===== src/hw/rtl/pcf_pkg.sv =====
// ----------------------------------------------------------------------------
// pcf_pkg: shared definitions for the parallel command framer
// Opcodes, command codes, frame builder and the status struct between the
// sequencer and the top level.
// ----------------------------------------------------------------------------
package pcf_pkg;

    // Longest frame any command produces: opcode, six payload bytes, checksum
    localparam int FRAME_BYTES_MAX = 8;
    localparam int FRAME_MAX_DEF   = 8;
    localparam int LEN_W           = 4;

    // Command codes on the request channel
    localparam logic [2:0] CMD_HALT      = 3'd0;
    localparam logic [2:0] CMD_PLAY      = 3'd1;
    localparam logic [2:0] CMD_DELETE    = 3'd2;
    localparam logic [2:0] CMD_AMPS      = 3'd3;
    localparam logic [2:0] CMD_FREQUENCY = 3'd4;
    localparam logic [2:0] CMD_LEFT_AMP  = 3'd5;
    localparam logic [2:0] CMD_RIGHT_AMP = 3'd6;

    // Item kinds
    localparam logic KIND_REQUEST = 1'b0;
    localparam logic KIND_SAMPLE  = 1'b1;

    // Opcodes sent as the first frame byte
    localparam logic [7:0] OP_STOP      = 8'hF0;
    localparam logic [7:0] OP_START     = 8'hF1;
    localparam logic [7:0] OP_DELETE    = 8'hF7;
    localparam logic [7:0] OP_AMPS      = 8'hF9;
    localparam logic [7:0] OP_FREQUENCY = 8'hFB;
    localparam logic [7:0] OP_LEFT_AMP  = 8'hFC;
    localparam logic [7:0] OP_RIGHT_AMP = 8'hFD;
    localparam logic [7:0] DELETE_ALL_INDEX = 8'hAA;

    typedef logic [FRAME_BYTES_MAX-1:0][7:0] frame_bytes_t;

    typedef struct packed {
        logic [LEN_W-1:0] len;    // zero when the command has no meaning
        frame_bytes_t     bytes;  // byte i of the frame in bytes[i]
    } frame_build_t;

    // Sequencer status for the step being taken
    typedef struct packed {
        logic load;       // a new frame is latched this step
        logic loaded;     // a frame has been latched since reset
        logic strobe;     // write level after the step
        logic done;       // last byte handshake completed
        logic executed;   // partner accepted the frame
        logic busy;       // transfer in progress after the step
        logic dropped;    // request came in while busy
    } seq_info_t;

    function automatic frame_build_t build_frame(
        input logic [2:0]  cmd,
        input logic [15:0] idx,
        input logic        dall,
        input logic [15:0] al,
        input logic [15:0] ar
    );
        frame_build_t f;
        logic [7:0]   sum;
        logic [LEN_W-1:0] n;
        f.bytes = '0;
        n       = '0;
        sum     = '0;
        case (cmd)
            CMD_HALT:
            begin
                f.bytes[0] = OP_STOP;
                n = LEN_W'(1);
            end
            CMD_PLAY:
            begin
                f.bytes[0] = OP_START;
                f.bytes[1] = idx[7:0];
                f.bytes[2] = idx[15:8];
                f.bytes[3] = al[7:0];
                f.bytes[4] = al[15:8];
                f.bytes[5] = ar[7:0];
                f.bytes[6] = ar[15:8];
                n = LEN_W'(7);
            end
            CMD_DELETE:
            begin
                f.bytes[0] = OP_DELETE;
                f.bytes[1] = dall ? DELETE_ALL_INDEX : idx[7:0];
                n = LEN_W'(2);
            end
            CMD_AMPS:
            begin
                f.bytes[0] = OP_AMPS;
                f.bytes[1] = al[7:0];
                f.bytes[2] = al[15:8];
                f.bytes[3] = ar[7:0];
                f.bytes[4] = ar[15:8];
                n = LEN_W'(5);
            end
            CMD_FREQUENCY:
            begin
                f.bytes[0] = OP_FREQUENCY;
                f.bytes[1] = idx[7:0];
                f.bytes[2] = idx[15:8];
                n = LEN_W'(3);
            end
            CMD_LEFT_AMP:
            begin
                f.bytes[0] = OP_LEFT_AMP;
                f.bytes[1] = al[7:0];
                f.bytes[2] = al[15:8];
                n = LEN_W'(3);
            end
            CMD_RIGHT_AMP:
            begin
                f.bytes[0] = OP_RIGHT_AMP;
                f.bytes[1] = ar[7:0];
                f.bytes[2] = ar[15:8];
                n = LEN_W'(3);
            end
            default:
            begin
                n = '0;
            end
        endcase
        // unused bytes are zero, so summing all seven is the checksum
        for (int i = 0; i < FRAME_BYTES_MAX - 1; i++) begin
            sum = sum + f.bytes[i];
        end
        for (int i = 1; i < FRAME_BYTES_MAX; i++) begin
            if (LEN_W'(i) == n) begin
                f.bytes[i] = sum;
            end
        end
        f.len = (n == '0) ? '0 : n + LEN_W'(1);
        return f;
    endfunction

endpackage


===== src/hw/rtl/parallel_command_framer_unit.sv =====
// ----------------------------------------------------------------------------
// parallel_command_framer_unit: command framer for a byte-wide parallel link
// Every input transfer is either a command request or a sample of the
// partner's latched line; each yields exactly one result transfer that
// carries the data byte, the write strobe level and the frame status. The
// unit takes one input transfer per clock and its result is registered in
// the output register in the cycle after; a new input is taken while a
// result waits as long as out_ready is high that cycle, so the rate is one
// item per cycle, set by the single output register. The real frame pace is
// set by how fast the partner answers the write/latched handshake.
// ----------------------------------------------------------------------------
module parallel_command_framer_unit #(
    parameter int FRAME_MAX = pcf_pkg::FRAME_MAX_DEF
) (
    input  logic               clk,
    input  logic               rst_n,
    // request / sample channel
    input  logic               in_valid,
    output logic               in_ready,
    input  logic               kind,
    input  logic [2:0]         command,
    input  logic [15:0]        clip_index,
    input  logic               purge_all,
    input  logic signed [15:0] amp_left,
    input  logic signed [15:0] amp_right,
    input  logic               latched,
    input  logic               not_exec,
    // result channel
    output logic               out_valid,
    input  logic               out_ready,
    output logic [7:0]         bus_byte,
    output logic               write_level,
    output logic               frame_done,
    output logic               executed,
    output logic               busy_res,
    output logic               request_dropped
);

    localparam int DEPTH = (FRAME_MAX < pcf_pkg::FRAME_BYTES_MAX) ?
                           FRAME_MAX : pcf_pkg::FRAME_BYTES_MAX;
    localparam int IDX_W = $clog2(DEPTH);

    logic                        accept;
    logic [pcf_pkg::LEN_W-1:0]   build_len;
    logic [IDX_W-1:0]            pos_next;
    logic [7:0]                  rd_byte;
    pcf_pkg::seq_info_t          info;

    logic       out_valid_reg;
    logic [7:0] bus_byte_reg;
    logic       write_level_reg;
    logic       frame_done_reg;
    logic       executed_reg;
    logic       busy_res_reg;
    logic       dropped_reg;

    // Take a new transfer whenever the output register is free or draining
    assign in_ready = !out_valid_reg || out_ready;
    assign accept   = in_valid && in_ready;

    pcf_frame_store #(
        .FRAME_MAX (FRAME_MAX)
    ) u_store (
        .clk         (clk),
        .command     (command),
        .clip_index  (clip_index),
        .purge_all   (purge_all),
        .amp_left    (amp_left),
        .amp_right   (amp_right),
        .load        (info.load),
        .rd_pos      (pos_next),
        .build_len   (build_len),
        .rd_byte     (rd_byte)
    );

    pcf_seq #(
        .FRAME_MAX (FRAME_MAX)
    ) u_seq (
        .clk       (clk),
        .rst_n     (rst_n),
        .accept    (accept),
        .kind      (kind),
        .latched   (latched),
        .not_exec  (not_exec),
        .build_len (build_len),
        .info      (info),
        .pos_next  (pos_next)
    );

    // Hold a result until taken; drop valid once it leaves with no new one
    always_ff @(posedge clk or negedge rst_n)
    begin
        if (!rst_n)
        begin
            out_valid_reg <= 1'b0;
        end
        else if (accept)
        begin
            out_valid_reg <= 1'b1;
        end
        else if (out_ready)
        begin
            out_valid_reg <= 1'b0;
        end
    end

    // Result payload; the bus shows zero until the first frame is latched
    always_ff @(posedge clk)
    begin
        if (accept)
        begin
            bus_byte_reg    <= info.loaded ? rd_byte : 8'h00;
            write_level_reg <= info.strobe;
            frame_done_reg  <= info.done;
            executed_reg    <= info.executed;
            busy_res_reg    <= info.busy;
            dropped_reg     <= info.dropped;
        end
    end

    assign out_valid       = out_valid_reg;
    assign bus_byte        = bus_byte_reg;
    assign write_level     = write_level_reg;
    assign frame_done      = frame_done_reg;
    assign executed        = executed_reg;
    assign busy_res        = busy_res_reg;
    assign request_dropped = dropped_reg;

    // A completed frame leaves the unit idle
    a_done_idle: assert property (@(posedge clk) disable iff (!rst_n)
        out_valid_reg && frame_done_reg |-> !busy_res_reg)
        else $error("frame_done reported while still busy");

    // Executed only comes with the completion pulse
    a_exec_done: assert property (@(posedge clk) disable iff (!rst_n)
        out_valid_reg && executed_reg |-> frame_done_reg)
        else $error("executed without frame_done");

    // A dropped request leaves the running transfer untouched
    a_drop_busy: assert property (@(posedge clk) disable iff (!rst_n)
        out_valid_reg && dropped_reg |-> busy_res_reg && !frame_done_reg)
        else $error("dropped request while idle");

    // Write is only raised inside a transfer
    a_strobe_busy: assert property (@(posedge clk) disable iff (!rst_n)
        out_valid_reg && write_level_reg |-> busy_res_reg)
        else $error("write strobe high outside a transfer");

endmodule


===== src/hw/rtl/pcf_frame_store.sv =====
// ----------------------------------------------------------------------------
// pcf_frame_store: frame builder and byte store
// Builds the frame for a request and holds its bytes for the transfer.
// ----------------------------------------------------------------------------
module pcf_frame_store #(
    parameter int FRAME_MAX = pcf_pkg::FRAME_MAX_DEF,
    localparam int DEPTH = (FRAME_MAX < pcf_pkg::FRAME_BYTES_MAX) ?
                           FRAME_MAX : pcf_pkg::FRAME_BYTES_MAX,
    localparam int IDX_W = $clog2(DEPTH)
) (
    input  logic                        clk,
    input  logic [2:0]                  command,
    input  logic [15:0]                 clip_index,
    input  logic                        purge_all,
    input  logic signed [15:0]          amp_left,
    input  logic signed [15:0]          amp_right,
    input  logic                        load,
    input  logic [IDX_W-1:0]            rd_pos,
    output logic [pcf_pkg::LEN_W-1:0]   build_len,
    output logic [7:0]                  rd_byte
);

    pcf_pkg::frame_build_t build;
    logic [7:0] bytes_reg [DEPTH];

    assign build = pcf_pkg::build_frame(command, clip_index, purge_all,
                                        amp_left, amp_right);
    assign build_len = build.len;

    // Hold the frame bytes; only positions of the current frame are read
    always_ff @(posedge clk)
    begin
        if (load)
        begin
            for (int i = 0; i < DEPTH; i++) begin
                bytes_reg[i] <= build.bytes[i];
            end
        end
    end

    // A new frame always starts at its opcode
    assign rd_byte = load ? build.bytes[0] : bytes_reg[rd_pos];

endmodule


===== src/hw/rtl/pcf_seq.sv =====
// ----------------------------------------------------------------------------
// pcf_seq: four-phase handshake sequencer
// Tracks byte position, write strobe and the partner's verdict per frame.
// ----------------------------------------------------------------------------
module pcf_seq #(
    parameter int FRAME_MAX = pcf_pkg::FRAME_MAX_DEF,
    localparam int DEPTH = (FRAME_MAX < pcf_pkg::FRAME_BYTES_MAX) ?
                           FRAME_MAX : pcf_pkg::FRAME_BYTES_MAX,
    localparam int IDX_W = $clog2(DEPTH)
) (
    input  logic                        clk,
    input  logic                        rst_n,
    input  logic                        accept,
    input  logic                        kind,
    input  logic                        latched,
    input  logic                        not_exec,
    input  logic [pcf_pkg::LEN_W-1:0]   build_len,
    output pcf_pkg::seq_info_t          info,
    output logic [IDX_W-1:0]            pos_next
);

    typedef enum logic [1:0] {
        PH_IDLE,
        PH_WAIT_HIGH,
        PH_WAIT_LOW
    } phase_t;

    localparam logic [pcf_pkg::LEN_W-1:0] DEPTH_L = pcf_pkg::LEN_W'(DEPTH);

    phase_t           phase_reg, phase_next;
    logic [IDX_W-1:0] pos_reg;
    logic [IDX_W-1:0] last_reg, last_next;
    logic             loaded_reg, loaded_next;
    logic             strobe_reg, strobe_next;
    logic             rejected_reg, rejected_next;
    logic             at_last;

    assign at_last = (pos_reg == last_reg);

    always_comb
    begin
        phase_next    = phase_reg;
        pos_next      = pos_reg;
        last_next     = last_reg;
        loaded_next   = loaded_reg;
        strobe_next   = strobe_reg;
        rejected_next = rejected_reg;
        info          = '0;
        if (accept)
        begin
            if (kind == pcf_pkg::KIND_REQUEST)
            begin
                if (phase_reg != PH_IDLE)
                begin
                    info.dropped = 1'b1;
                end
                else if (build_len != '0 && build_len <= DEPTH_L)
                begin
                    info.load     = 1'b1;
                    pos_next      = '0;
                    last_next     = IDX_W'(build_len - pcf_pkg::LEN_W'(1));
                    loaded_next   = 1'b1;
                    rejected_next = 1'b0;
                    strobe_next   = 1'b1;
                    phase_next    = PH_WAIT_HIGH;
                end
            end
            else
            begin
                case (phase_reg)
                    PH_WAIT_HIGH:
                    begin
                        if (latched)
                        begin
                            if (at_last)
                            begin
                                rejected_next = not_exec;
                            end
                            strobe_next = 1'b0;
                            phase_next  = PH_WAIT_LOW;
                        end
                    end
                    PH_WAIT_LOW:
                    begin
                        if (!latched)
                        begin
                            if (at_last)
                            begin
                                info.done     = 1'b1;
                                info.executed = !rejected_reg;
                                phase_next    = PH_IDLE;
                            end
                            else
                            begin
                                pos_next    = pos_reg + IDX_W'(1);
                                strobe_next = 1'b1;
                                phase_next  = PH_WAIT_HIGH;
                            end
                        end
                    end
                    default:
                    begin
                        phase_next = phase_reg;
                    end
                endcase
            end
        end
        info.loaded = loaded_next;
        info.strobe = strobe_next;
        info.busy   = (phase_next != PH_IDLE);
    end

    always_ff @(posedge clk or negedge rst_n)
    begin
        if (!rst_n)
        begin
            phase_reg    <= PH_IDLE;
            pos_reg      <= '0;
            last_reg     <= '0;
            loaded_reg   <= 1'b0;
            strobe_reg   <= 1'b0;
            rejected_reg <= 1'b0;
        end
        else
        begin
            phase_reg    <= phase_next;
            pos_reg      <= pos_next;
            last_reg     <= last_next;
            loaded_reg   <= loaded_next;
            strobe_reg   <= strobe_next;
            rejected_reg <= rejected_next;
        end
    end

endmodule


===== config.mk =====
export PLATFORM = sky130hd
export DESIGN_NAME = parallel_command_framer_unit
export DESIGN_NICKNAME = d
export VERILOG_FILES = /design/src/hw/rtl/pcf_pkg.sv /design/src/hw/rtl/parallel_command_framer_unit.sv /design/src/hw/rtl/pcf_frame_store.sv /design/src/hw/rtl/pcf_seq.sv
export SDC_FILE = /design/constraint.sdc
export NUM_CORES = 1
export LEC_CHECK = 0
export BUFFER_PORTS_ARGS = -buffer_cell sky130_fd_sc_hd__buf_2
export CAP_MARGIN = 25
export CORE_ASPECT_RATIO = 0.6
export CORE_MARGIN = 2
export CORE_UTILIZATION = 35
export CTS_BUF_LIST = sky130_fd_sc_hd__clkbuf_4 sky130_fd_sc_hd__clkbuf_8 sky130_fd_sc_hd__clkbuf_16
export CTS_CLUSTER_SIZE = 16
export DETAILED_ROUTE_END_ITERATION = 6
export PLACE_DENSITY = 0.59
export SYNTH_ARGS = -nofsm -noshare
export SYNTH_HDL_FRONTEND = slang
export SYNTH_SLANG_ARGS = --single-unit

===== constraint.sdc =====
create_clock -name clk -period 5.9 [get_ports clk]
set_clock_uncertainty 0.2 [all_clocks]
set_input_delay 1.18 -clock clk [delete_from_list [all_inputs] [get_ports clk]]
set_output_delay 1.18 -clock clk [all_outputs]
set_load 0.05 [all_outputs]

==> results of run 1 <==
-- layout make-up --
class,instances,area (µm²),area share (%)
clock inverters,6,67.6,0.798
clock buffers,10,233,2.75
flip-flops and latches,86,2520,29.8
inverters,50,189,2.23
well taps,240,300,3.55
repair buffers,186,1310,15.5
multi-input cells,444,3840,45.4
-- Yosys cell counts, types with 4 or more instances --
master	n
o21ai_0	21
o31ai_1	4
xor2_1	4
clkbuf_1	16
and2_1	16
mux2i_1	51
a222oi_1	4
nor2_1	48
o21bai_1	4
xnor2_1	18
a22oi_1	13
nand2_1	48
o211a_1	5
a21o_1	4
a21oi_1	45
a221oi_1	7
buf_2	5
nand3_1	10
nor2b_1	5
ha_1	20
mux2_2	31
nor3b_1	10
nand2b_1	6
inv_1	46
nor3_1	5
dfrtp_1	12
buf_1	7
fa_1	32
edfxtp_1	74
-- worst max-delay path, delay by kind of cell --
kind                     cells  cell delay [ns]
adder cells (fa/ha/maj)      5             2.40
AND/OR/NAND/NOR              4             0.40
buffers and inverters        5             0.57
AO/OA/AOI/OAI                4             0.72
XOR/XNOR                     3             0.49
-- final timing paths --
kind | from | endpoint | depth (start not counted)
worst max-delay path | command[2] | u_store.bytes_reg[2][7]$_DFFE_PP_ | 21
worst min-delay path | u_seq.strobe_reg$_DFF_PN0_ | u_seq.strobe_reg$_DFF_PN0_ | 2
worst max register to register | u_seq.phase_reg[1]$_DFF_PN0_ | bus_byte[1]$_SDFFCE_PN0P_ | 12
worst min register to register | u_seq.strobe_reg$_DFF_PN0_ | u_seq.strobe_reg$_DFF_PN0_ | 2
max in group asynchronous | rst_n | u_seq.phase_reg[1]$_DFF_PN0_ | 1
min in group asynchronous | rst_n | u_seq.rejected_reg$_DFFE_PN0P_ | 1
-- routing by layer --
layer | routed length, µm | vias to the layer above
met5 | 0 | -
met4 | 195 | 0
met3 | 1400 | 16
met2 | 7930 | 190
met1 | 9210 | 2643
li1 | - | 2534
-- report_power, final --
| group | internal (mW) | switching (mW) | leakage (nW) |
|---|---|---|---|
| clock network | 0.336 | 0.239 | 0.145 |
| logic | 0.778 | 0.914 | 2.87 |
| registers | 0.758 | 0.0271 | 0.827 |
| total | 1.87 | 1.18 | 3.84 |
-- through the flow --
step	std cells	power [mW]	TNS, ns	instance area (µm²)	hold WS, ns
finish	1022	3.05	-0.00434	8470	0.317
global placement	986	2.25	-6.81	7820	0.292
global route	1022	3.23	-1.40	8470	0.332
floorplan	612	1.81	-0.0797	6620	0.259
detailed placement	986	2.29	-9.04	7820	0.302
CTS	1017	2.96	-0.00509	8370	0.318
-- logic make-up (layout without fill, tap and decap cells) --
logic type	count (synthesis)	count (layout)	synth area share, %
DFF	86	86	39.1
muxes	83	83	13.5
adders and majority gates	52	52	13.8
xor gates and xnor gates	22	22	2.99
and+or+nand+nor	155	155	11.3
AOI/OAI and AO/OA	132	132	14.1
buffers and inverters	82	252	5.17
-- repair_timing --
action | in CTS | in global routing
resized for setup | 26 | 13
setup endpoints to repair | 7 | 23
gates cloned | 1 | 0
setup buffers | 14 | 5
pin swaps | 7 | 18
==> metrics.yaml, run 1 <==
sta:
  finalMaxSlewViolations: 0
  rsz0062_at_grt: "yes"
  hold_violations: 0
  max_freq_mhz: 169
  setup_viol: 2
  maxSlewHeadroom_pct: 49.7
  finalCritPeriodShare_pct: 100
  worst-slew-pin-transition_ns: 0.755
  setup_ws_ns: -0.00372
  min_period_ns: 5.90
drt:
  vias: 5383
  viasPerCell: 5.27
  wl_mm: 18.7
  firstDrtPassIters: 5
  wire_per_inst_um: 18.3
  final_antenna_net_count: 0
  drt-initial-drc-count: 466
  drc: 0
yosys:
  postSynthCellCount: 612
  yosysTopAreaCellShare_pct: 34.5
  synth_async_sr_flop_share_pct: 14.0
  synth-edff-count: 74
  synth.distinct_cells: 55
  syn_nets: 723
  synth.yosys.seq_area_share_pct: 39.1
  ys.flop_type: "edfxtp_1"
  yosys_warnings: 0
  synth_area_leaders: "edfxtp_1, fa_1, mux2i_1"
  ys_ff_latch: 86
  syn_area_mm2: 0.00644
  syn_avg_cell_area_um2: 10.5
  yosysTopAreaCell: "edfxtp_1"
finish:
  syn_to_final_growth_pct: 31.4
  diodes: 0
  drive_gt1_share_pct: 35.5
  final_cell_mix: "buf_4, edfxtp_1, buf_2"
  final_nets: 888
  layout_commonest_cell: "buf_4"
  utilization_pct: 46.9
  nFillCells: 1709
  largest_reg_flops: 61
global_route:
  grt_max_degree: 31
  grt_pass1_vias: 5350
  grt_overflow_total: 0
  grt.total_usage_pct: 19.7
  grt_first_pass_wirelength_mm: 28.6
  antenna_found_initial: 0
  grtUsageMet3_pct: 3.87
  grtUsageMet1_pct: 29.1
  use_met2_pct: 29.6
  top_usage_layer: "met2"
clocking:
  htree_levels: 3
  clk_latency_ns: 0.35
  cts_hold_buffers: 0
  root_buffer: "clkbuf_16"
  cts_buffer_depth: 2
  clkTransAtPathRegs_ns: 0.07
  cts-buffers-inserted: 9
  cts_tree: "built"
  clock_sinks: 86
critical_path:
  cp_max_fo: 6
  path_cells: "buf_12 -> buf_12 -> xnor2_4 -> nor2_4 -> a222oi_1 -> inv_1 -> fa_2 -> fa_2 -> fa_1 -> inv_2 -> fa_1 -> fa_2 -> nor2b_4 -> nor3_2 -> o21bai_1 -> a21oi_2 -> xnor2_2 -> buf_4 -> xnor2_2 -> nor2_1 -> a21oi_1"
  cp_common_cell: "fa_2"
  worstPathArrival_ns: 5.78
  setup.worst_path.end_class: "flop"
  cp_slowest_stage_delay_ns: 0.55
  crit_path_start_kind: "primary input"
  crit_required_ns: 5.77
  ff2ff_setup_slack_ns: 2.82
  worst_path_max_delay_cell: "fa_2"
  crit_type: "in2reg"
place:
  dp_hpwl_mm: 14.8
  portBuffers: 73
  pre_cts_slack_ns: -0.675
  globalplace.congestion: 0.976
status:
  outcome: "finished, violations left"
  failed_checks: "negative setup slack"
floorplan:
  start_util_pct: 35.7
  placeableCoreArea_mm2: 0.0181
  fp.dieH_um: 109
  dieArea_mm2: 0.0195
  die_w_um: 179
  core.rowCount: 38
  io_pins: 74
pwr:
  p_leak_nw: 3.84
  power.density_mw_per_mm2: 360
  ir_drop_uv: 260
flow_run:
  cap_violations: 0
min_path:
  hp-class: "reg2reg"
Note: power is estimated with default switching activity, not from simulation.
==> run 2, diff against run 1 <==
--- a/config.mk
+++ b/config.mk
@@ -9,11 +9,11 @@
 export CAP_MARGIN = 25
 export CORE_ASPECT_RATIO = 0.6
 export CORE_MARGIN = 2
-export CORE_UTILIZATION = 35
+export CORE_UTILIZATION = 50
 export CTS_BUF_LIST = sky130_fd_sc_hd__clkbuf_4 sky130_fd_sc_hd__clkbuf_8 sky130_fd_sc_hd__clkbuf_16
 export CTS_CLUSTER_SIZE = 16
 export DETAILED_ROUTE_END_ITERATION = 6
-export PLACE_DENSITY = 0.59
+export PLACE_DENSITY = 0.77
 export SYNTH_ARGS = -nofsm -noshare
 export SYNTH_HDL_FRONTEND = slang
 export SYNTH_SLANG_ARGS = --single-unit
==> metrics.yaml, run 2 (synthesized netlist as in run 1, its figures left out) <==
clocking:
  root_buffer: "clkbuf_16"
  clkTransAtPathRegs_ns: 0.06
  cts_tree: "built"
  cts_buffer_depth: 2
  clk_latency_ns: 0.34
  cts_hold_buffers: 0
  cts-buffers-inserted: 9
  htree_levels: 3
  clock_sinks: 86
finish:
  diodes: 0
  drive_gt1_share_pct: 35.2
  final_nets: 874
  layout_commonest_cell: "buf_4"
  largest_reg_flops: 61
  syn_to_final_growth_pct: 29.0
  finalNonFillerCells: 937
  fin_area_mm2: 0.00831
  final_cell_mix: "buf_4, edfxtp_1, buf_2"
  utilization_pct: 65.5
min_path:
  hp-class: "reg2reg"
floorplan:
  start_util_pct: 50.8
  placeableCoreArea_mm2: 0.0127
  core.rowCount: 32
  io_pins: 74
  die_w_um: 151
  fp.dieH_um: 91.9
  dieArea_mm2: 0.0138
place:
  globalplace.congestion: 0.937
  portBuffers: 73
  place_area_mm2: 0.00765
  placed_cells: 905
  dp_hpwl_mm: 14.3
critical_path:
  crit_path_start_kind: "primary input"
  rr_worst_depth: 10
  critPathLaunch: "command[2]"
  setup.worst_path.end_class: "flop"
  crit_type: "in2reg"
  critPathCapture: "u_store.bytes_reg[5][7]$_DFFE_PP_"
  r2r_end: "bus_byte[6]$_SDFFCE_PN0P_"
  cp_max_fo: 5
  worstPathArrival_ns: 5.81
  ff2ff_setup_slack_ns: 2.64
  crit_required_ns: 5.75
  reg2reg_from: "u_seq.phase_reg[1]$_DFF_PN0_"
drt:
  wire_per_inst_um: 19.9
  drc: 0
  firstDrtPassIters: 7
  drt-initial-drc-count: 639
  vias: 5472
  viasPerCell: 5.84
  final_antenna_net_count: 0
  wl_mm: 18.7
global_route:
  antenna_found_initial: 0
  grt_overflow_total: 0
  grt_pass1_vias: 5194
  grt.total_usage_pct: 27.7
  grt_first_pass_wirelength_mm: 28.7
  grt_max_degree: 31
sta:
  finalCritPeriodShare_pct: 101
  rsz0062_at_grt: "yes"
  whs_ns: 0.313
  setup_viol: 5
  worst-slew-pin-transition_ns: 0.755
  maxSlewHeadroom_pct: 49.7
  finalMaxSlewViolations: 0
  max_freq_mhz: 168
  hold_violations: 0
  tns_ns: -0.170
  min_period_ns: 5.96
  setup_ws_ns: -0.0617
pwr:
  power.density_mw_per_mm2: 374
  p_leak_nw: 3.78
  ir_drop_uv: 198
flow_run:
  cap_violations: 0
status:
  failed_checks: "negative setup slack"
  outcome: "finished, violations left"
-- run 2: changes by cell type in the layout (fill, tap and decap cells not counted), moves of 3 or more --
cell      previous run  this run
buf_4              106        94
a311oi_2             0         3
a311oi_1             3         0
inv_6                3         0
-- run 2: how the worst min path moves through the flow --
stage                                    endpoint  depth (start not counted)  slack, ns                           from
floorplan              u_seq.strobe_reg$_DFF_PN0_                          2       0.26     u_seq.strobe_reg$_DFF_PN0_
global placement       u_seq.strobe_reg$_DFF_PN0_                          2       0.28     u_seq.strobe_reg$_DFF_PN0_
detailed placement  u_seq.last_reg[1]$_DFFE_PN0P_                          2       0.30  u_seq.last_reg[1]$_DFFE_PN0P_
CTS                 u_seq.last_reg[1]$_DFFE_PN0P_                          2       0.31  u_seq.last_reg[1]$_DFFE_PN0P_
global route           u_seq.strobe_reg$_DFF_PN0_                          2       0.37     u_seq.strobe_reg$_DFF_PN0_
finish              u_seq.last_reg[1]$_DFFE_PN0P_                          2       0.31  u_seq.last_reg[1]$_DFFE_PN0P_
-- run 2: timing repair --
item | in CTS | in global routing
buffers inserted | 5 | 11
cloned | 0 | 1
pin swaps | 4 | 29
endpoints found under the setup margin | 7 | 23
resized for setup | 11 | 36
-- run 2: through the flow --
stage,power (mW),setup slack (ns)
finish,3.10,-0.0617
global route,3.27,-0.207
CTS,2.93,0.00571
detailed placement,2.27,-0.478
global placement,2.22,-0.343
floorplan,1.81,-0.0241
-- run 2: power by group --
| group | leakage, nW | total (mW) | internal, mW | switching (mW) |
|---|---|---|---|---|
| sequential | 0.827 | 0.788 | 0.758 | 0.0295 |
| clock | 0.163 | 0.632 | 0.414 | 0.218 |
| combinational | 2.79 | 1.68 | 0.755 | 0.930 |
-- run 2: critical path: stages --
cell	delay, ns
buf_8	0.11
clkbuf_16	0.16
xnor2_4	0.17
nor2_4	0.06
a222oi_1	0.37
inv_1	0.12
fa_2	0.59
fa_2	0.45
fa_1	0.51
inv_2	0.04
fa_1	0.51
fa_2	0.39
nor2b_4	0.14
nor3_2	0.05
o21bai_1	0.19
a21oi_2	0.10
xnor2_2	0.22
xor2_2	0.27
o22ai_1	0.15
-- run 2: layout make-up --
cell class | instances | area, µm²
clock inverter | 5 | 98.8
tap | 170 | 213
clock buffer | 10 | 233
fill | 970 | 4380
multi-input combinational | 444 | 3860
sequential | 86 | 2520
inverter | 50 | 194
timing repair buffer | 172 | 1190
-- run 2: routing by layer --
layer / wire length [µm] / vias to the layer above / global-route usage (%)
li1: - / 2509 / -
met2: 7840 / 299 / 38.8
met3: 2170 / 13 / 5.37
met5: 0 / - / 0
met4: 144 / 0 / 5.66
met1: 8530 / 2651 / 44.2
==> run 3, diff against run 2 <==
--- a/config.mk
+++ b/config.mk
@@ -5,6 +5,7 @@
 export SDC_FILE = /design/constraint.sdc
 export NUM_CORES = 1
 export LEC_CHECK = 0
+export ABC_AREA = 1
 export BUFFER_PORTS_ARGS = -buffer_cell sky130_fd_sc_hd__buf_2
 export CAP_MARGIN = 25
 export CORE_ASPECT_RATIO = 0.6
==> metrics.yaml, run 3 <==
sta:
  finalCritPeriodShare_pct: 100
  worst-slew-pin-transition_ns: 0.694
  setup_ws_ns: -0.00664
  rsz0062_at_grt: "yes"
  setup_viol: 2
  finalMaxSlewViolations: 0
  min_period_ns: 5.91
  maxSlewHeadroom_pct: 53.6
  max_freq_mhz: 169
  hold_violations: 0
yosys:
  ys_ff_latch: 86
  yosysTopAreaCell: "edfxtp_1"
  syn_area_mm2: 0.00635
  synth_common_cells: "nand2_1, inv_1, edfxtp_1"
  yosys_warnings: 0
  synth_most_common_cell: "nand2_1"
  synth-edff-count: 74
  yosysTopAreaCellShare_pct: 35.0
  syn_nets: 881
  synth.yosys.seq_area_share_pct: 39.7
  syn_avg_cell_area_um2: 8.25
  synth_async_sr_flop_share_pct: 14.0
  postSynthCellCount: 770
  synth.distinct_cells: 46
  ys.flop_type: "edfxtp_1"
  synth_area_leaders: "edfxtp_1, nand2_1, fa_1"
critical_path:
  crit_required_ns: 5.80
  worst_path_max_delay_cell: "fa_1"
  crit_buf_inv: 8
  crit_type: "in2reg"
  cp_slowest_stage_delay_ns: 0.55
  worstPathArrival_ns: 5.80
  setup.worst_path.end_class: "flop"
  crit_path_start_kind: "primary input"
  ff2ff_setup_slack_ns: 2.75
  cp_top_family: "adder cells"
  cp_common_cell: "nand2_2"
  cp_max_fo: 7
global_route:
  grt_max_degree: 70
  grt.total_usage_pct: 28.6
  grt_first_pass_wirelength_mm: 29.6
  grt_pass1_vias: 5728
  antenna_found_initial: 0
  grt_overflow_total: 0
floorplan:
  io_pins: 74
  core.rowCount: 31
  fp.dieH_um: 91.3
  start_util_pct: 52.0
  placeableCoreArea_mm2: 0.0122
  dieArea_mm2: 0.0136
  die_w_um: 150
drt:
  final_antenna_net_count: 0
  wire_per_inst_um: 17.7
  firstDrtPassIters: 5
  wl_mm: 19.3
  viasPerCell: 5.56
  vias: 6064
  drc: 0
  drt-initial-drc-count: 645
pwr:
  comb_power_share_pct: 58.7
  ir_drop_uv: 171
  power.density_mw_per_mm2: 407
  p_int_mw: 1.81
  p_leak_nw: 3.83
  clkPwrFrac_pct: 16.7
  power.share.switching_pct: 45.1
  switching_power_mw: 1.49
  seq_power_share_pct: 24.6
place:
  pre_cts_slack_ns: -0.464
  portBuffers: 73
  globalplace.congestion: 0.973
  dp_hpwl_mm: 14.7
status:
  failed_checks: "negative setup slack"
  outcome: "finished, violations left"
finish:
  layout_commonest_cell: "nand2_1"
  largest_reg_flops: 61
  nFillCells: 989
  final_cell_mix: "nand2_1, inv_1, buf_4"
  utilization_pct: 66.5
  final_nets: 1032
  syn_to_final_growth_pct: 27.8
  diodes: 0
  drive_gt1_share_pct: 28.3
clocking:
  clock_sinks: 86
  htree_levels: 3
  root_buffer: "clkbuf_16"
  clk_latency_ns: 0.34
  clkTransAtPathRegs_ns: 0.06
  cts_buffer_depth: 2
  cts-buffers-inserted: 9
  cts_tree: "built"
flow_run:
  cap_violations: 0
min_path:
  hp-class: "reg2reg"
## run 3: cell types whose count changed after synthesis, moves of 11 or more
cell / change
mux2_2: -31
and2_1: -14
xnor2_1: -13
nand2_1: +190
inv_1: +62
nor2_1: -11
mux2i_1: -50
a21oi_1: -31
nand3_1: +43
o21ai_0: +44
## run 3: cell families after synthesis
kind of cell             share of synthesized area [%]
AO/OA/AOI/OAI                                     10.9
XOR/XNOR                                          1.38
adder cells (fa/ha/maj)                           14.0
buffers and inverters                             8.73
flip-flops                                        39.7
multiplexers                                     0.158
AND/OR/NAND/NOR                                   25.1
## run 3: worst min-delay path: cells and delay by family (launching register included)
family	cells	cell delay (ns)
flops	1	0.33
buf+inv	1	0.04
simple gates	1	0.07
## run 3: timing repair
item | in CTS | in global routing
pin swaps | 7 | 30
cloned | 0 | 0
endpoints found under the setup margin | 7 | 19
gates resized for setup | 12 | 67
buffers inserted | 2 | 7
hold buffers | 0 | 0
## run 3: cell type report
class                      count  area (µm²)  share of cell area (%)
multi-input combinational    544        3560                    43.9
sequential                    86        2520                    31.1
clock buffer                   9         225                    2.77
tap                          165         206                    2.54
timing repair buffer         158        1060                    13.1
inverter                     122         475                    5.86
clock inverter                 7        65.1                   0.801
## run 3: metrics by stage
stage,total power [mW],cell area (µm²),cells,TNS [ns],hold slack [ns]
global route,3.52,8120,1091,-0.891,0.310
finish,3.30,8120,1091,-0.0131,0.270
floorplan,2.01,6420,770,0,0.230
detailed placement,2.58,7480,1066,-7.64,0.256
CTS,3.15,7820,1084,0,0.271
global placement,2.52,7480,1066,-2.76,0.242
## run 3: path summary, 6_finish.rpt
| kind | start | endpoint | cells past startpoint |
|---|---|---|---|
| setup / recovery | command[1] | u_store.bytes_reg[6][7]$_DFFE_PP_ | 29 |
| hold / removal | u_seq.loaded_reg$_DFF_PN0_ | u_seq.loaded_reg$_DFF_PN0_ | 2 |
| setup reg to reg | out_valid$_DFFE_PN0P_ | bus_byte[5]$_SDFFCE_PN0P_ | 9 |
| hold reg to reg | u_seq.loaded_reg$_DFF_PN0_ | u_seq.loaded_reg$_DFF_PN0_ | 2 |
| max in group asynchronous | rst_n | u_seq.pos_reg[0]$_DFF_PN0_ | 1 |
| min in group asynchronous | rst_n | u_seq.last_reg[2]$_DFFE_PN0P_ | 1 |
## run 3: routing by layer
metal / global-route usage, % / wire, µm
met4: 5.87 / 196
met5: 0 / 0
met1: 43.5 / 8360
met3: 6.98 / 2180
met2: 41.6 / 8530
## run 3: power by group through the flow
stage | Sequential (mW) | Clock (mW) | Combinational [mW]
final | 0.811 | 0.552 | 1.94
after global routing | 0.818 | 0.585 | 2.12
after CTS | 0.811 | 0.559 | 1.78
after detailed placement | 0.821 | 0 | 1.75
after global placement | 0.819 | 0 | 1.70
after floorplan | 0.900 | 0 | 1.11
